--- config.mk ---
export PLATFORM = sky130hd
export DESIGN_NAME = lcg_random_with_skip_ahead
export DESIGN_NICKNAME = d
export VERILOG_FILES = /design/src/lcg_pkg.sv /design/src/lcg_datapath.sv /design/src/lcg_ctrl.sv /design/src/lcg_random_with_skip_ahead.sv
export SDC_FILE = /design/constraint.sdc
export NUM_CORES = 1
export LEC_CHECK = 0
export BUFFER_PORTS_ARGS = -buffer_cell sky130_fd_sc_hd__buf_2
export CAP_MARGIN = 10
export CORE_MARGIN = 1
export CORE_UTILIZATION = 58
export CTS_CLUSTER_DIAMETER = 100
export DETAILED_ROUTE_END_ITERATION = 8
export GPL_TIMING_DRIVEN = 0
export PLACE_DENSITY = 0.75
export SETUP_SLACK_MARGIN = 0.02
export SYNTH_ARGS = -nofsm -noshare
export SYNTH_HDL_FRONTEND = slang
export SYNTH_SLANG_ARGS = --single-unit
--- constraint.sdc ---
create_clock -name aclk -period 24.6 [get_ports aclk]
set_input_delay 2.46 -clock aclk [delete_from_list [all_inputs] [get_ports aclk]]
set_output_delay 2.46 -clock aclk [all_outputs]
set_load 0.01 [all_outputs]
--- src/lcg_pkg.sv ---
`timescale 1ns / 1ps
`default_nettype none
// ----------------------------------------------------------------------------
// lcg_pkg
// Shared types, request codes and jump coefficient tables for the LCG block.
// ----------------------------------------------------------------------------
package lcg_pkg;

    localparam int STATE_W = 32;
    localparam int OUT_W   = 15;
    localparam int REQ_W   = 2;
    localparam int IDX_W   = 5;
    localparam int NJUMP   = 32;

    localparam logic [REQ_W-1:0] REQ_SEED = 2'd0;
    localparam logic [REQ_W-1:0] REQ_DRAW = 2'd1;
    localparam logic [REQ_W-1:0] REQ_SKIP = 2'd2;

    localparam logic [STATE_W-1:0] STATE_RESET = 32'd1;

    // entry k advances the state by 2^k steps; entry 0 is the plain step
    localparam logic [STATE_W-1:0] JUMP_MUL [NJUMP] = '{
        32'd1103515245, 32'd3265436265, 32'd3993403153, 32'd3487424289,
        32'd1601471041, 32'd2335052929, 32'd1979738369, 32'd387043841,
        32'd3194463233, 32'd3722397697, 32'd1073647617, 32'd2432507905,
        32'd1710899201, 32'd3690233857, 32'd4159242241, 32'd4023517185,
        32'd3752067073, 32'd3209166849, 32'd2123366401, 32'd4246732801,
        32'd4198498305, 32'd4102029313, 32'd3909091329, 32'd3523215361,
        32'd2751463425, 32'd1207959553, 32'd2415919105, 32'd536870913,
        32'd1073741825, 32'd2147483649, 32'd1,          32'd1
    };

    localparam logic [STATE_W-1:0] JUMP_ADD [NJUMP] = '{
        32'd12345,      32'd3554416254, 32'd3596950572, 32'd3441282840,
        32'd1695770928, 32'd1680572000, 32'd422948032,  32'd3058047360,
        32'd519516928,  32'd530212352,  32'd2246364160, 32'd646551552,
        32'd3088265216, 32'd472276992,  32'd3897344000, 32'd2425978880,
        32'd556990464,  32'd1113980928, 32'd2227961856, 32'd160956416,
        32'd321912832,  32'd643825664,  32'd1287651328, 32'd2575302656,
        32'd855638016,  32'd1711276032, 32'd3422552064, 32'd2550136832,
        32'd805306368,  32'd1610612736, 32'd3221225472, 32'd2147483648
    };

    typedef struct packed {
        logic             load_seed;
        logic             load_count;
        logic             shift_count;
        logic             mul_en;
        logic             add_en;
        logic             out_load;
        logic [IDX_W-1:0] idx;
    } cmd_t;

    typedef struct packed {
        logic count_zero;
        logic count_bit0;
        logic out_busy;
    } sts_t;

endpackage
`default_nettype wire

--- src/lcg_datapath.sv ---
`timescale 1ns / 1ps
`default_nettype none
// ----------------------------------------------------------------------------
// lcg_datapath
// State register, registered multiply and add stage, skip count and result
// register.
// ----------------------------------------------------------------------------
module lcg_datapath (
    input  wire logic                          aclk,
    input  wire logic                          aresetn,
    input  wire lcg_pkg::cmd_t                 cmd,
    output lcg_pkg::sts_t                      sts,
    input  wire logic [lcg_pkg::STATE_W-1:0]   operand,
    output logic                               m_valid,
    input  wire logic                          m_ready,
    output logic [lcg_pkg::OUT_W-1:0]          m_random_value
);

    logic [lcg_pkg::STATE_W-1:0]   state_reg, state_next;
    logic [lcg_pkg::STATE_W-1:0]   count_reg;
    logic [lcg_pkg::STATE_W-1:0]   prod_reg;
    logic [2*lcg_pkg::STATE_W-1:0] prod_full;
    logic [lcg_pkg::OUT_W-1:0]     out_reg;
    logic                          out_valid_reg;

    assign prod_full  = {{lcg_pkg::STATE_W{1'b0}}, state_reg}
                      * {{lcg_pkg::STATE_W{1'b0}}, lcg_pkg::JUMP_MUL[cmd.idx]};
    assign state_next = prod_reg + lcg_pkg::JUMP_ADD[cmd.idx];

    always_ff @(posedge aclk) begin
        if (!aresetn) begin
            state_reg <= lcg_pkg::STATE_RESET;
        end else if (cmd.load_seed) begin
            state_reg <= operand;
        end else if (cmd.add_en) begin
            state_reg <= state_next;
        end
    end

    always_ff @(posedge aclk) begin
        if (cmd.mul_en) begin
            prod_reg <= prod_full[lcg_pkg::STATE_W-1:0];
        end
        if (cmd.load_count) begin
            count_reg <= operand;
        end else if (cmd.shift_count) begin
            count_reg <= {1'b0, count_reg[lcg_pkg::STATE_W-1:1]};
        end
        if (cmd.out_load) begin
            out_reg <= state_next[30:16];
        end
    end

    always_ff @(posedge aclk) begin
        if (!aresetn) begin
            out_valid_reg <= 1'b0;
        end else if (cmd.out_load) begin
            out_valid_reg <= 1'b1;
        end else if (m_ready) begin
            out_valid_reg <= 1'b0;
        end
    end

    assign sts.count_zero = (count_reg == '0);
    assign sts.count_bit0 = count_reg[0];
    assign sts.out_busy   = out_valid_reg && !m_ready;

    assign m_valid        = out_valid_reg;
    assign m_random_value = out_reg;

endmodule
`default_nettype wire

--- src/lcg_ctrl.sv ---
`timescale 1ns / 1ps
`default_nettype none
// ----------------------------------------------------------------------------
// lcg_ctrl
// Request decode and sequencing of draws and skip-ahead walks.
// ----------------------------------------------------------------------------
module lcg_ctrl (
    input  wire logic                        aclk,
    input  wire logic                        aresetn,
    input  wire logic                        s_valid,
    output logic                             s_ready,
    input  wire logic [lcg_pkg::REQ_W-1:0]   req_type,
    output lcg_pkg::cmd_t                    cmd,
    input  wire lcg_pkg::sts_t               sts
);

    localparam logic [1:0] ST_IDLE = 2'd0;
    localparam logic [1:0] ST_SCAN = 2'd1;
    localparam logic [1:0] ST_MUL  = 2'd2;
    localparam logic [1:0] ST_ADD  = 2'd3;

    logic [1:0]                state_reg, state_next;
    logic [lcg_pkg::IDX_W-1:0] k_reg, k_next;
    logic                      draw_reg, draw_next;

    always_ff @(posedge aclk) begin
        if (!aresetn) begin
            state_reg <= ST_IDLE;
            k_reg     <= '0;
            draw_reg  <= 1'b0;
        end else begin
            state_reg <= state_next;
            k_reg     <= k_next;
            draw_reg  <= draw_next;
        end
    end

    always_comb begin
        state_next = state_reg;
        k_next     = k_reg;
        draw_next  = draw_reg;
        s_ready    = 1'b0;
        cmd        = '0;
        cmd.idx    = k_reg;
        unique case (state_reg)
            ST_IDLE: begin
                s_ready = 1'b1;
                if (s_valid) begin
                    k_next = '0;
                    if (req_type == lcg_pkg::REQ_SEED) begin
                        cmd.load_seed = 1'b1;
                    end else if (req_type == lcg_pkg::REQ_DRAW) begin
                        draw_next  = 1'b1;
                        state_next = ST_MUL;
                    end else if (req_type == lcg_pkg::REQ_SKIP) begin
                        draw_next      = 1'b0;
                        cmd.load_count = 1'b1;
                        state_next     = ST_SCAN;
                    end
                end
            end
            ST_SCAN: begin
                if (sts.count_zero) begin
                    state_next = ST_IDLE;
                end else if (sts.count_bit0) begin
                    state_next = ST_MUL;
                end else begin
                    cmd.shift_count = 1'b1;
                    k_next          = k_reg + 1'b1;
                end
            end
            ST_MUL: begin
                cmd.mul_en = 1'b1;
                state_next = ST_ADD;
            end
            ST_ADD: begin
                if (draw_reg) begin
                    // hold until the result register is free
                    if (!sts.out_busy) begin
                        cmd.add_en   = 1'b1;
                        cmd.out_load = 1'b1;
                        state_next   = ST_IDLE;
                    end
                end else begin
                    cmd.add_en      = 1'b1;
                    cmd.shift_count = 1'b1;
                    k_next          = k_reg + 1'b1;
                    state_next      = ST_SCAN;
                end
            end
            default: begin
                state_next = ST_IDLE;
            end
        endcase
    end

endmodule
`default_nettype wire

--- src/lcg_random_with_skip_ahead.sv ---
// draw: accept, multiply, then add and load; the add waits while a result is still unread
// seed: loaded on accept; unused request code: accepted, no effect
// skip: scans the count from bit 0, one count bit a step, multiply and add per set bit,
//   on one shared 32x32 multiplier and a registered add; requests wait until idle again
// reset (aresetn low, synchronous): state = 1, no result pending, controller idle
`timescale 1ns / 1ps
`default_nettype none
// ----------------------------------------------------------------------------
// lcg_random_with_skip_ahead
// 32-bit linear congruential generator with seed load, draw and skip-ahead.
// ----------------------------------------------------------------------------
module lcg_random_with_skip_ahead (
    input  wire logic                        aclk,
    input  wire logic                        aresetn,
    input  wire logic                        s_valid,
    output logic                             s_ready,
    input  wire logic [lcg_pkg::REQ_W-1:0]   s_req_type,
    input  wire logic [lcg_pkg::STATE_W-1:0] s_operand,
    output logic                             m_valid,
    input  wire logic                        m_ready,
    output logic [lcg_pkg::OUT_W-1:0]        m_random_value
);

    lcg_pkg::cmd_t cmd;
    lcg_pkg::sts_t sts;

    lcg_ctrl u_ctrl (
        .aclk     (aclk),
        .aresetn  (aresetn),
        .s_valid  (s_valid),
        .s_ready  (s_ready),
        .req_type (s_req_type),
        .cmd      (cmd),
        .sts      (sts)
    );

    lcg_datapath u_datapath (
        .aclk           (aclk),
        .aresetn        (aresetn),
        .cmd            (cmd),
        .sts            (sts),
        .operand        (s_operand),
        .m_valid        (m_valid),
        .m_ready        (m_ready),
        .m_random_value (m_random_value)
    );

endmodule
`default_nettype wire
Word level (Yosys, flattened, before mapping)
Memory sizes are Yosys's and may differ from the RTL's.
Index checks and enable logic that the tools add are counted.
{"block": "totals", "ff_bits": 120, "romBits": 2048, "inputBits": 38, "memories": 2}
{"memory": "(no name shown)", "depth": 32, "word_bits": 32, "read_ports": 1, "rd_clocked_by_memory_dff": 0, "wr": 0, "line": "lcg_datapath.sv:28", "rtl": "assign state_next = prod_reg + lcg_pkg::JUMP_ADD[cmd.idx];"}
{"memory": "(no name shown)", "depth": 32, "word_bits": 32, "read_ports": 1, "rd_clocked_by_memory_dff": 0, "wr": 0, "line": "lcg_datapath.sv:27", "rtl": "* {{lcg_pkg::STATE_W{1'b0}}, lcg_pkg::JUMP_MUL[cmd.idx]};"}
{"block": "op_classes", "n_addsub": 2, "n_mul": 1, "n_lt_le_gt_ge": 1, "n_eq_ne": 13, "muxes": 42, "bitwise_logic": 2, "n_reduce_logical": 13}
{"operator": "$mux 32", "count": 8}
{"operator": "$add 32x32->32", "count": 1}
{"operator": "$logic_not 32->1", "count": 1}
{"operator": "$mul 32x32->32", "count": 1}
{"operator": "$mux 2", "count": 12}
{"operator": "$mux 5", "count": 4}
{"operator": "$mux 1", "count": 15}
{"operator": "$pmux 5 s3", "count": 1}
{"operator": "$ne 2x2->1 const B", "count": 5}
{"operator": "$reduce_and 5->1", "count": 2}
{"operator": "$pmux 2 s4", "count": 1}
{"operator": "$reduce_bool 2->1", "count": 4}
{"operator": "$eq 2x2->1 const B", "count": 3}
{"operator": "$ge 6x6->1 const B", "count": 1}
{"operator": "$not 5->6", "count": 1}
{"operator": "$add 5x1->5 const B", "count": 1}
{"operator": "$eq 2x1->1 const B", "count": 2}
{"operator": "$logic_not 2->1", "count": 2}
{"operator": "$reduce_and 4->1", "count": 1}
{"operator": "$ne 3x1->1 const B", "count": 1}
{"operator": "$ne 3x2->1 const B", "count": 1}
{"operator": "$ne 3x3->1 const B", "count": 1}
{"operator": "$reduce_bool 3->1", "count": 1}
{"operator": "$pmux 1 s2", "count": 1}
{"operator": "3 further kinds", "count": 3}

Longest topological paths before layout
Gate-level depths: netlist of the first run.
{"block": "logic_depth", "depth_word": 7, "ltp_mapped": 33, "mapped_depth_nobuf": 30}

Cells and area by module
Synthesis of the first run repeated with hierarchy kept, for this count alone.
{"block": "hier_totals", "cells_unflattened": 2436, "hier_area_um2": 22027.4}
{"mod": "lcg_datapath", "instances": 1, "cells_each": 2363, "area_per_inst_um2": 21423.0, "seq_area_each_um2": 2982.9}
{"mod": "lcg_ctrl", "instances": 1, "cells_each": 73, "area_per_inst_um2": 604.3, "seq_area_each_um2": 160.2}

Worst setup path after synthesis of the first run
Ideal clock, no wire load.
{"block": "synth_path", "path_type": "register to register", "start": "reg u_ctrl.k_reg[1] (netlist bit)", "end": "reg u_datapath.prod_reg[30] (netlist bit) (data pin)", "setup_ns": 0.259, "arrival_ns": 7.818, "required_ns": 24.341, "setup_slack_ns": 16.523, "path_stages_with_launch": 32, "synth_period_minus_slack_ns": 8.077, "cell_sequence": "dfxtp_1 > buf_2 > inv_1 > ha_1 > buf_4 > nand2_1 > a21oi_1 > a2111oi_0 > clkbuf_1 > nand2_1 > fa_1 > inv_1 > fa_1 > inv_1 > fa_1 > inv_1 > fa_1 > inv_1 > fa_1 > fa_1 > fa_1 > inv_1 > fa_1 > xnor2_1 > xnor2_1 > xnor2_1 > xnor2_1 > xnor2_1 > xnor2_1 > xnor2_1 > xnor3_1 > xnor2_1"}
{"block": "synth_via", "elab_chain_len": 5}
{"element": "from (decl)", "line": "lcg_ctrl.sv:23", "rtl": "logic [lcg_pkg::IDX_W-1:0] k_reg, k_next;"}
{"element": "from (signal assigned)", "line": "lcg_ctrl.sv:33", "rtl": "k_reg <= k_next;"}
{"element": "$not 5->6 (implied by the code)", "line": "lcg_datapath.sv:27"}
{"element": "$mem_v2 32x32"}
{"element": "$mux 32 (implied by the code) (2 in a row)", "line": "lcg_datapath.sv:27"}
{"element": "$mul 32x32->32", "line": "lcg_datapath.sv:27"}
{"element": "named net u_datapath.prod_full, one bit", "line": "lcg_datapath.sv:22", "rtl": "logic [2*lcg_pkg::STATE_W-1:0] prod_full;"}
{"element": "to (signal assigned)", "line": "lcg_datapath.sv:42", "rtl": "prod_reg <= prod_full[lcg_pkg::STATE_W-1:0];"}
{"element": "to (decl)", "line": "lcg_datapath.sv:21", "rtl": "logic [lcg_pkg::STATE_W-1:0] prod_reg;"}
The timed path passes the listed nets, and every way through them passes these cells. The select of a mux whose other input is x is not followed.
A chain may end at the register's enable or synchronous reset.

Worst setup path in the final report of the first run
{"block": "layout_path", "start": "reg u_ctrl.k_reg[0] (netlist bit)", "end": "reg u_datapath.prod_reg[30] (netlist bit) (data pin)"}
Same word-level chain as after synthesis.

==> results of run 1 <==
## cell usage in the layout, fill, tap and decap left out, types with 17 or more instances in the layout
cell	count
inv_1	412
nand2_1	343
mux2_2	32
a22oi_1	30
and3_1	17
xor2_1	21
nor2_1	75
fa_1	353
o21ai_0	45
buf_2	68
nand3_1	21
clkbuf_1	92
ha_1	192
a21o_1	33
nor3_1	44
clkbuf_16	17
xnor2_1	84
a21oi_1	99
and2_1	145
edfxtp_1	78
dfxtp_1	40
## through the flow
stage	worst slack [ns]	total power [W]
final	13.96	0.00164
after global placement	14.06	0.00134
after global routing	13.63	0.00176
after CTS	14.08	0.00163
after detailed placement	14.10	0.00136
after floorplan	16.52	0.00101
## routing by layer
layer	vias to the layer above	routed length (µm)	global-route usage
li1	7781	-	-
met1	9016	28400	0.506
met2	965	33000	0.630
met3	263	6930	0.0832
met4	2	5170	0.244
met5	-	13	0
## kinds of logic after synthesis
family | Yosys count
AO/OA/AOI/OAI | 329
XOR/XNOR | 108
adder cells (fa/ha/maj) | 545
buffers and inverters | 546
flip-flops | 118
multiplexers | 37
AND/OR/NAND/NOR | 711
## cell type report
class                           instances  area (µm²)
Multi-Input combinational cell       1730       16500
Fill cell                            3155       13500
Sequential cell                       118        3140
Inverter                              415        1560
Buffer                                131         612
Tap cell                              468         586
Clock buffer                           17         425
Timing Repair Buffer                   56         318
Clock inverter                         15         153
## power groups by stage
stage	combinational (W)	clock, W	sequential, W
floorplan	0.000724	0	0.000291
global placement	0.00103	0	0.000316
detailed placement	0.00105	0	0.000315
CTS	0.00107	0.000249	0.000311
global route	0.00119	0.000257	0.000313
finish	0.00107	0.000248	0.000315
## final timing paths
check	start	end	slack, ns	depth (start not counted)
max reg2reg	u_ctrl.k_reg[0]	u_datapath.prod_reg[30]	13.96	30
min reg2reg	u_datapath.state_reg[1]	u_datapath.prod_reg[1]	0.49	0
max	u_ctrl.k_reg[0]	u_datapath.prod_reg[30]	13.96	30
min	u_datapath.state_reg[1]	u_datapath.prod_reg[1]	0.49	0
==> results.ini, run 1 <==
[run_status]
status = complete, no violations

[power]
vdd_drop_max_v = 0.0000523
power.density_nw_per_um2 = 70.2
combPwrFrac = 0.655
power_switching_w = 0.000802
cellLeakagePower_nw = 11.2
power_frac_clock = 0.152
p_sw_frac = 0.491
pwr-share-seq = 0.193
internal-power_w = 0.000833

[logic_synthesis]
synth_xor_area_frac = 0.0450
synthSimpleGateAreaFrac = 0.155
mappedNetlistArea_um2 = 21800
syn_inst = 2394
synth_fp_nets = 2977
seq_area_frac_synth = 0.144
ys_seq_elements = 118
synth_fa_ha_area_frac = 0.434
synth.distinct_cells = 85
synth_compound_area_frac = 0.103
syn_area_per_cell_um2 = 9.11
synth_area_leaders = fa_1, ha_1, edfxtp_1
synth_top_family_by_area = adder cells
synth_ff_type = edfxtp_1
synth_most_common_cell = inv_1
muxShareOfSynthArea = 0.0194
synthTopCellsByCount = inv_1, fa_1, nand2_1, ha_1, and2_1
synthArstFlopShare = 0
synth_edf_count = 78
synth_top_area_share = 0.324
yosysTopAreaCell = fa_1
yosysWarnings = 0

[setup_path]
end_kind = flip-flop
arrival_ns = 10.81
crit_type = flip-flop to flip-flop
critPathRequiredTime_ns = 24.77
start_kind = flip-flop
critPathBufInv = 9
cp_slowest_cell = a21oi_1
cp_max_fo = 10
slowest_delay_ns = 0.98
cpMostUsedCell = fa_1
cp_top_family = adder cells

[placement]
gp_congestion = 1.01
io_buffers = 54
dpl-instance-area_um2 = 22700
hpwl_um = 60400
dp_cells = 2918

[clock_network]
clkTransAtPathRegs_ns = 0.06
h-tree-depth = 4
clock-sinks = 118
tritoncts = built
numCtsBuffers = 17
clock_latency_ns = 0.43
cts-root-buf = clkbuf_16
hold_buffers = 0
cts_resized = 0
post_cts_buffers = 0
clock_path_buffers = 2

[routing]
routed_via_density = 6.11
wl_per_cell_um = 24.9
totalWireLength_um = 73500
dr.pass1.iters = 6
drc_errors = 0
vias = 18000
drtAntennaViolNets = 0
drt_iter0_drc = 1458

[timing]
whs_ns = 0.488
finalSetupViolations = 0
fmax_mhz = 94.0
fin_setup_tns_ns = 0
hold_viol = 0
worst-slew-pin-transition_ns = 1.24
rsz0062_at_grt = no
drv_slew = 0
fin_crit_ns = 10.64
fin_crit_sh = 0.432
fin_skew_ns = 0.00938
timing.slew.headroom = 0.160

[final_layout]
design_area_um2 = 23300
diodes = 0
syn2layout_area_growth_pct = 6.83
postLayoutCoreUtil = 0.633
largest_register_ffs = 32
nNetsFinal = 3052
final_cells = 2950
final_layout_size_suffix_gt1_frac = 0.0741

[floorplanning]
dieArea_um2 = 38400
start_util = 0.593
dieWidth_um = 196
ioPinCount = 55
core_um2 = 36800
fp.dieH_um = 196
std_cell_rows = 70

[grt]
grt_remaining_overflow = 0
grt_pass1_vias = 18800
grt_max_degree = 24
grtUsageTotal = 0.399
antenna_found_initial = 1
grt_first_pass_wirelength_um = 112000

[flow_run]
cap_violations = 0

[min_path]
hold_path_class = flip-flop to flip-flop

Note: power is estimated with default switching activity, not from simulation.
==> run 2, diff against run 1 <==
- ABC_AREA: default -> 1
- PLACE_DENSITY: 0.75 -> 0.78
- clock period: 24.6 -> 8.99 ns (I/O delays scaled with it)
==> run 2 against run 1 <==
Compared with the run above: the flow now finishes with violations (negative setup slack); combinational power rose by 110%; worst hold slack improved by 0.0042 ns; routed wire length rose by 1.4%; clock skew rose by 0.0076 ns.
==> results.ini, run 2 <==
[final_layout]
postLayoutCoreUtil = 0.630  ; -0.00340
final_common_cell = nand2_1
layout_common_cells = nand2_1, inv_1, fa_1, nor2_1, ha_1
design_area_um2 = 23600  ; +1.4%
largest_register_ffs = 32  ; unchanged
diodes = 0  ; unchanged
nNetsFinal = 3413  ; +12%
syn2layout_area_growth_pct = 7.13
final_layout_size_suffix_gt1_frac = 0.0707  ; -0.00343

[floorplanning]
std_cell_rows = 71  ; +1.4%
dieWidth_um = 197  ; +0.53%
start_util = 0.588  ; -0.00484
core_um2 = 37500  ; +1.9%
fp.dieH_um = 197  ; +0.53%
ioPinCount = 55  ; unchanged
dieArea_um2 = 38800  ; +1.1%

[grt]
grtUsageTotal = 0.397  ; -0.00194
grt_max_degree = 33  ; +38%
grt_remaining_overflow = 0  ; unchanged
antenna_found_initial = 0  ; -1
grt_first_pass_wirelength_um = 113000  ; +0.54%
grt_pass1_vias = 19400  ; +3.5%

[setup_path]
cpMostUsedCell = fa_1
r2r-start = u_ctrl.k_reg[1]
slowest_delay_ns = 0.55  ; -0.43 ns
arrival_ns = 9.27  ; -1.54 ns
cp_slowest_cell = fa_1
r2r_slack_ns = -0.01  ; -13.98 ns
end_kind = flip-flop
critPathRequiredTime_ns = 9.26  ; -15.51 ns
rr_worst_depth = 27  ; -10%
r2r-end = u_datapath.prod_reg[28]
start_kind = flip-flop
cp_max_fo = 10  ; unchanged
crit_type = flip-flop to flip-flop

[clock_network]
cts-root-buf = clkbuf_16
hold_buffers = 0  ; unchanged
clock-sinks = 118  ; unchanged
post_cts_buffers = 0  ; unchanged
tritoncts = built
h-tree-depth = 4  ; unchanged
clock_latency_ns = 0.44  ; about the same
numCtsBuffers = 17  ; unchanged
clock_path_buffers = 2  ; unchanged
clkTransAtPathRegs_ns = 0.06  ; about the same

[timing]
finalSetupViolations = 1  ; +1
fmax_mhz = 111  ; +18%
fin_skew_ns = 0.0169  ; +0.00755 ns
drv_slew = 0  ; unchanged
hold_viol = 0  ; unchanged
rsz0062_at_grt = yes
timing.slew.headroom = 0.241  ; +0.0808
layout_setup_ws_ns = -0.0129  ; -13.98 ns
worst-slew-pin-transition_ns = 1.13  ; -0.110 ns
whs_ns = 0.492  ; +0.00422 ns
fin_crit_ns = 9.00  ; -1.63 ns
fin_crit_sh = 1.00  ; +0.569

[placement]
hpwl_um = 61700  ; +2.2%
gp_congestion = 1.06  ; +4.3%
dpl-instance-area_um2 = 23000  ; +1.2%
io_buffers = 54  ; unchanged
pre_cts_ws_ns = -0.416  ; -14.51 ns

[power]
power.density_nw_per_um2 = 152  ; +120%
cellLeakagePower_nw = 12.2  ; +8.7%
power_w = 0.00359  ; +120%
vdd_drop_max_v = 0.000204  ; +290%

[routing]
routed_via_density = 5.85  ; -4.3%
highest_layer = met4
totalWireLength_um = 74600  ; +1.4%
vias = 19600  ; +8.8%
wl_met3_um = 9410  ; +36%
wl_per_cell_um = 22.2  ; -11%
met2_length_um = 32900  ; -0.19%
drc_errors = 0  ; unchanged
wl_met1_um = 28500  ; +0.21%
drtAntennaViolNets = 0  ; unchanged
dr.pass1.iters = 8  ; +2
drt_iter0_drc = 2310  ; +58%

[logic_synthesis]
synth.distinct_cells = 58  ; -32%
syn_area_per_cell_um2 = 7.99  ; -12%
synthTopCellsByCount = nand2_1, inv_1, fa_1, nor2_1, ha_1
yosysWarnings = 0  ; unchanged
synth_edf_count = 78  ; unchanged
mappedNetlistArea_um2 = 22000  ; +1.1%
synth_fp_nets = 3341  ; +12%
synth_ff_type = edfxtp_1
synth_top_area_share = 0.321  ; -0.00346
syn_inst = 2758  ; +15%
synth_area_leaders = fa_1, ha_1, nand2_1
ys_seq_elements = 118  ; unchanged
synth_most_common_cell = nand2_1
synthArstFlopShare = 0  ; unchanged
yosysTopAreaCell = fa_1
seq_area_frac_synth = 0.143  ; -0.00154

[run_status]
violations = negative setup slack
status = finished, violations left

[min_path]
hold_start = u_ctrl.draw_reg
whs_path_depth = 2  ; +2
min_delay_worst_endpoint = u_ctrl.draw_reg
hold_path_class = flip-flop to flip-flop

[flow_run]
cap_violations = 0  ; unchanged

==> run 2: how the worst max path moves through the flow <==
stage                                   end  slack, ns  cells past startpoint            start
global placement    u_datapath.prod_reg[30]      -0.43                     28  u_ctrl.k_reg[1]
floorplan           u_datapath.prod_reg[30]       1.60                     28  u_ctrl.k_reg[1]
global route        u_datapath.prod_reg[30]    -0.0003                     29  u_ctrl.k_reg[1]
CTS                 u_datapath.prod_reg[28]       0.02                     25  u_ctrl.k_reg[1]
finish              u_datapath.prod_reg[28]      -0.01                     27  u_ctrl.k_reg[1]
detailed placement  u_datapath.prod_reg[29]      -0.42                     34  u_ctrl.k_reg[1]
==> run 2: final cells by class <==
type / count / area (µm²)
timing repair buffer: 56 / 318
multi-input combinational: 1963 / 16300
buffer: 88 / 428
sequential: 118 / 3150
clock buffer: 18 / 429
tap: 511 / 639
inverter: 586 / 2210
fill: 3254 / 13900
clock inverter: 14 / 125
==> run 2: metrics by stage <==
stage / instances / TNS [ns]
floorplan: 2758 / 0
global placement: 3323 / -1.82
global route: 3354 / -0.000291
CTS: 3355 / 0
finish: 3354 / -0.0129
detailed placement: 3324 / -2.43
==> run 2: routing by layer <==
layer	up-vias	track usage
met3	241	0.0941
met1	9542	0.530
li1	8590	-
met5	-	0
met4	0	0.173
met2	1249	0.618
==> run 2: repair_timing <==
item	in CTS	in global routing
endpoints found under the setup margin	9	9
gates cloned	0	0
resized for setup	12	22
==> run 2: power by group <==
group	leakage, nW	switching, W	internal, W
clock network	0.267	0.000281	0.000381
registers	1.04	0.0000351	0.000678
logic	10.9	0.00146	0.000747
==> run 2: cell families (layout without fill, tap and decap cells) <==
family	after synthesis	after routing	share of synthesized area
AND/OR/NAND/NOR	1072	1072	0.202
buffers and inverters	677	762	0.119
adder cells (fa/ha/maj)	545	545	0.430
AO/OA/AOI/OAI	260	260	0.0690
flip-flops	118	118	0.143
XOR/XNOR	62	62	0.0246
multiplexers	24	24	0.0123
==> run 2: critical path: cells and delay by family (launching register included) <==
kind          cells  cell delay [ns]
fa+ha+maj        10             4.92
simple gates      9             1.99
buf+inv           7             1.25
flops             1             0.44
xor+xnor          1             0.20
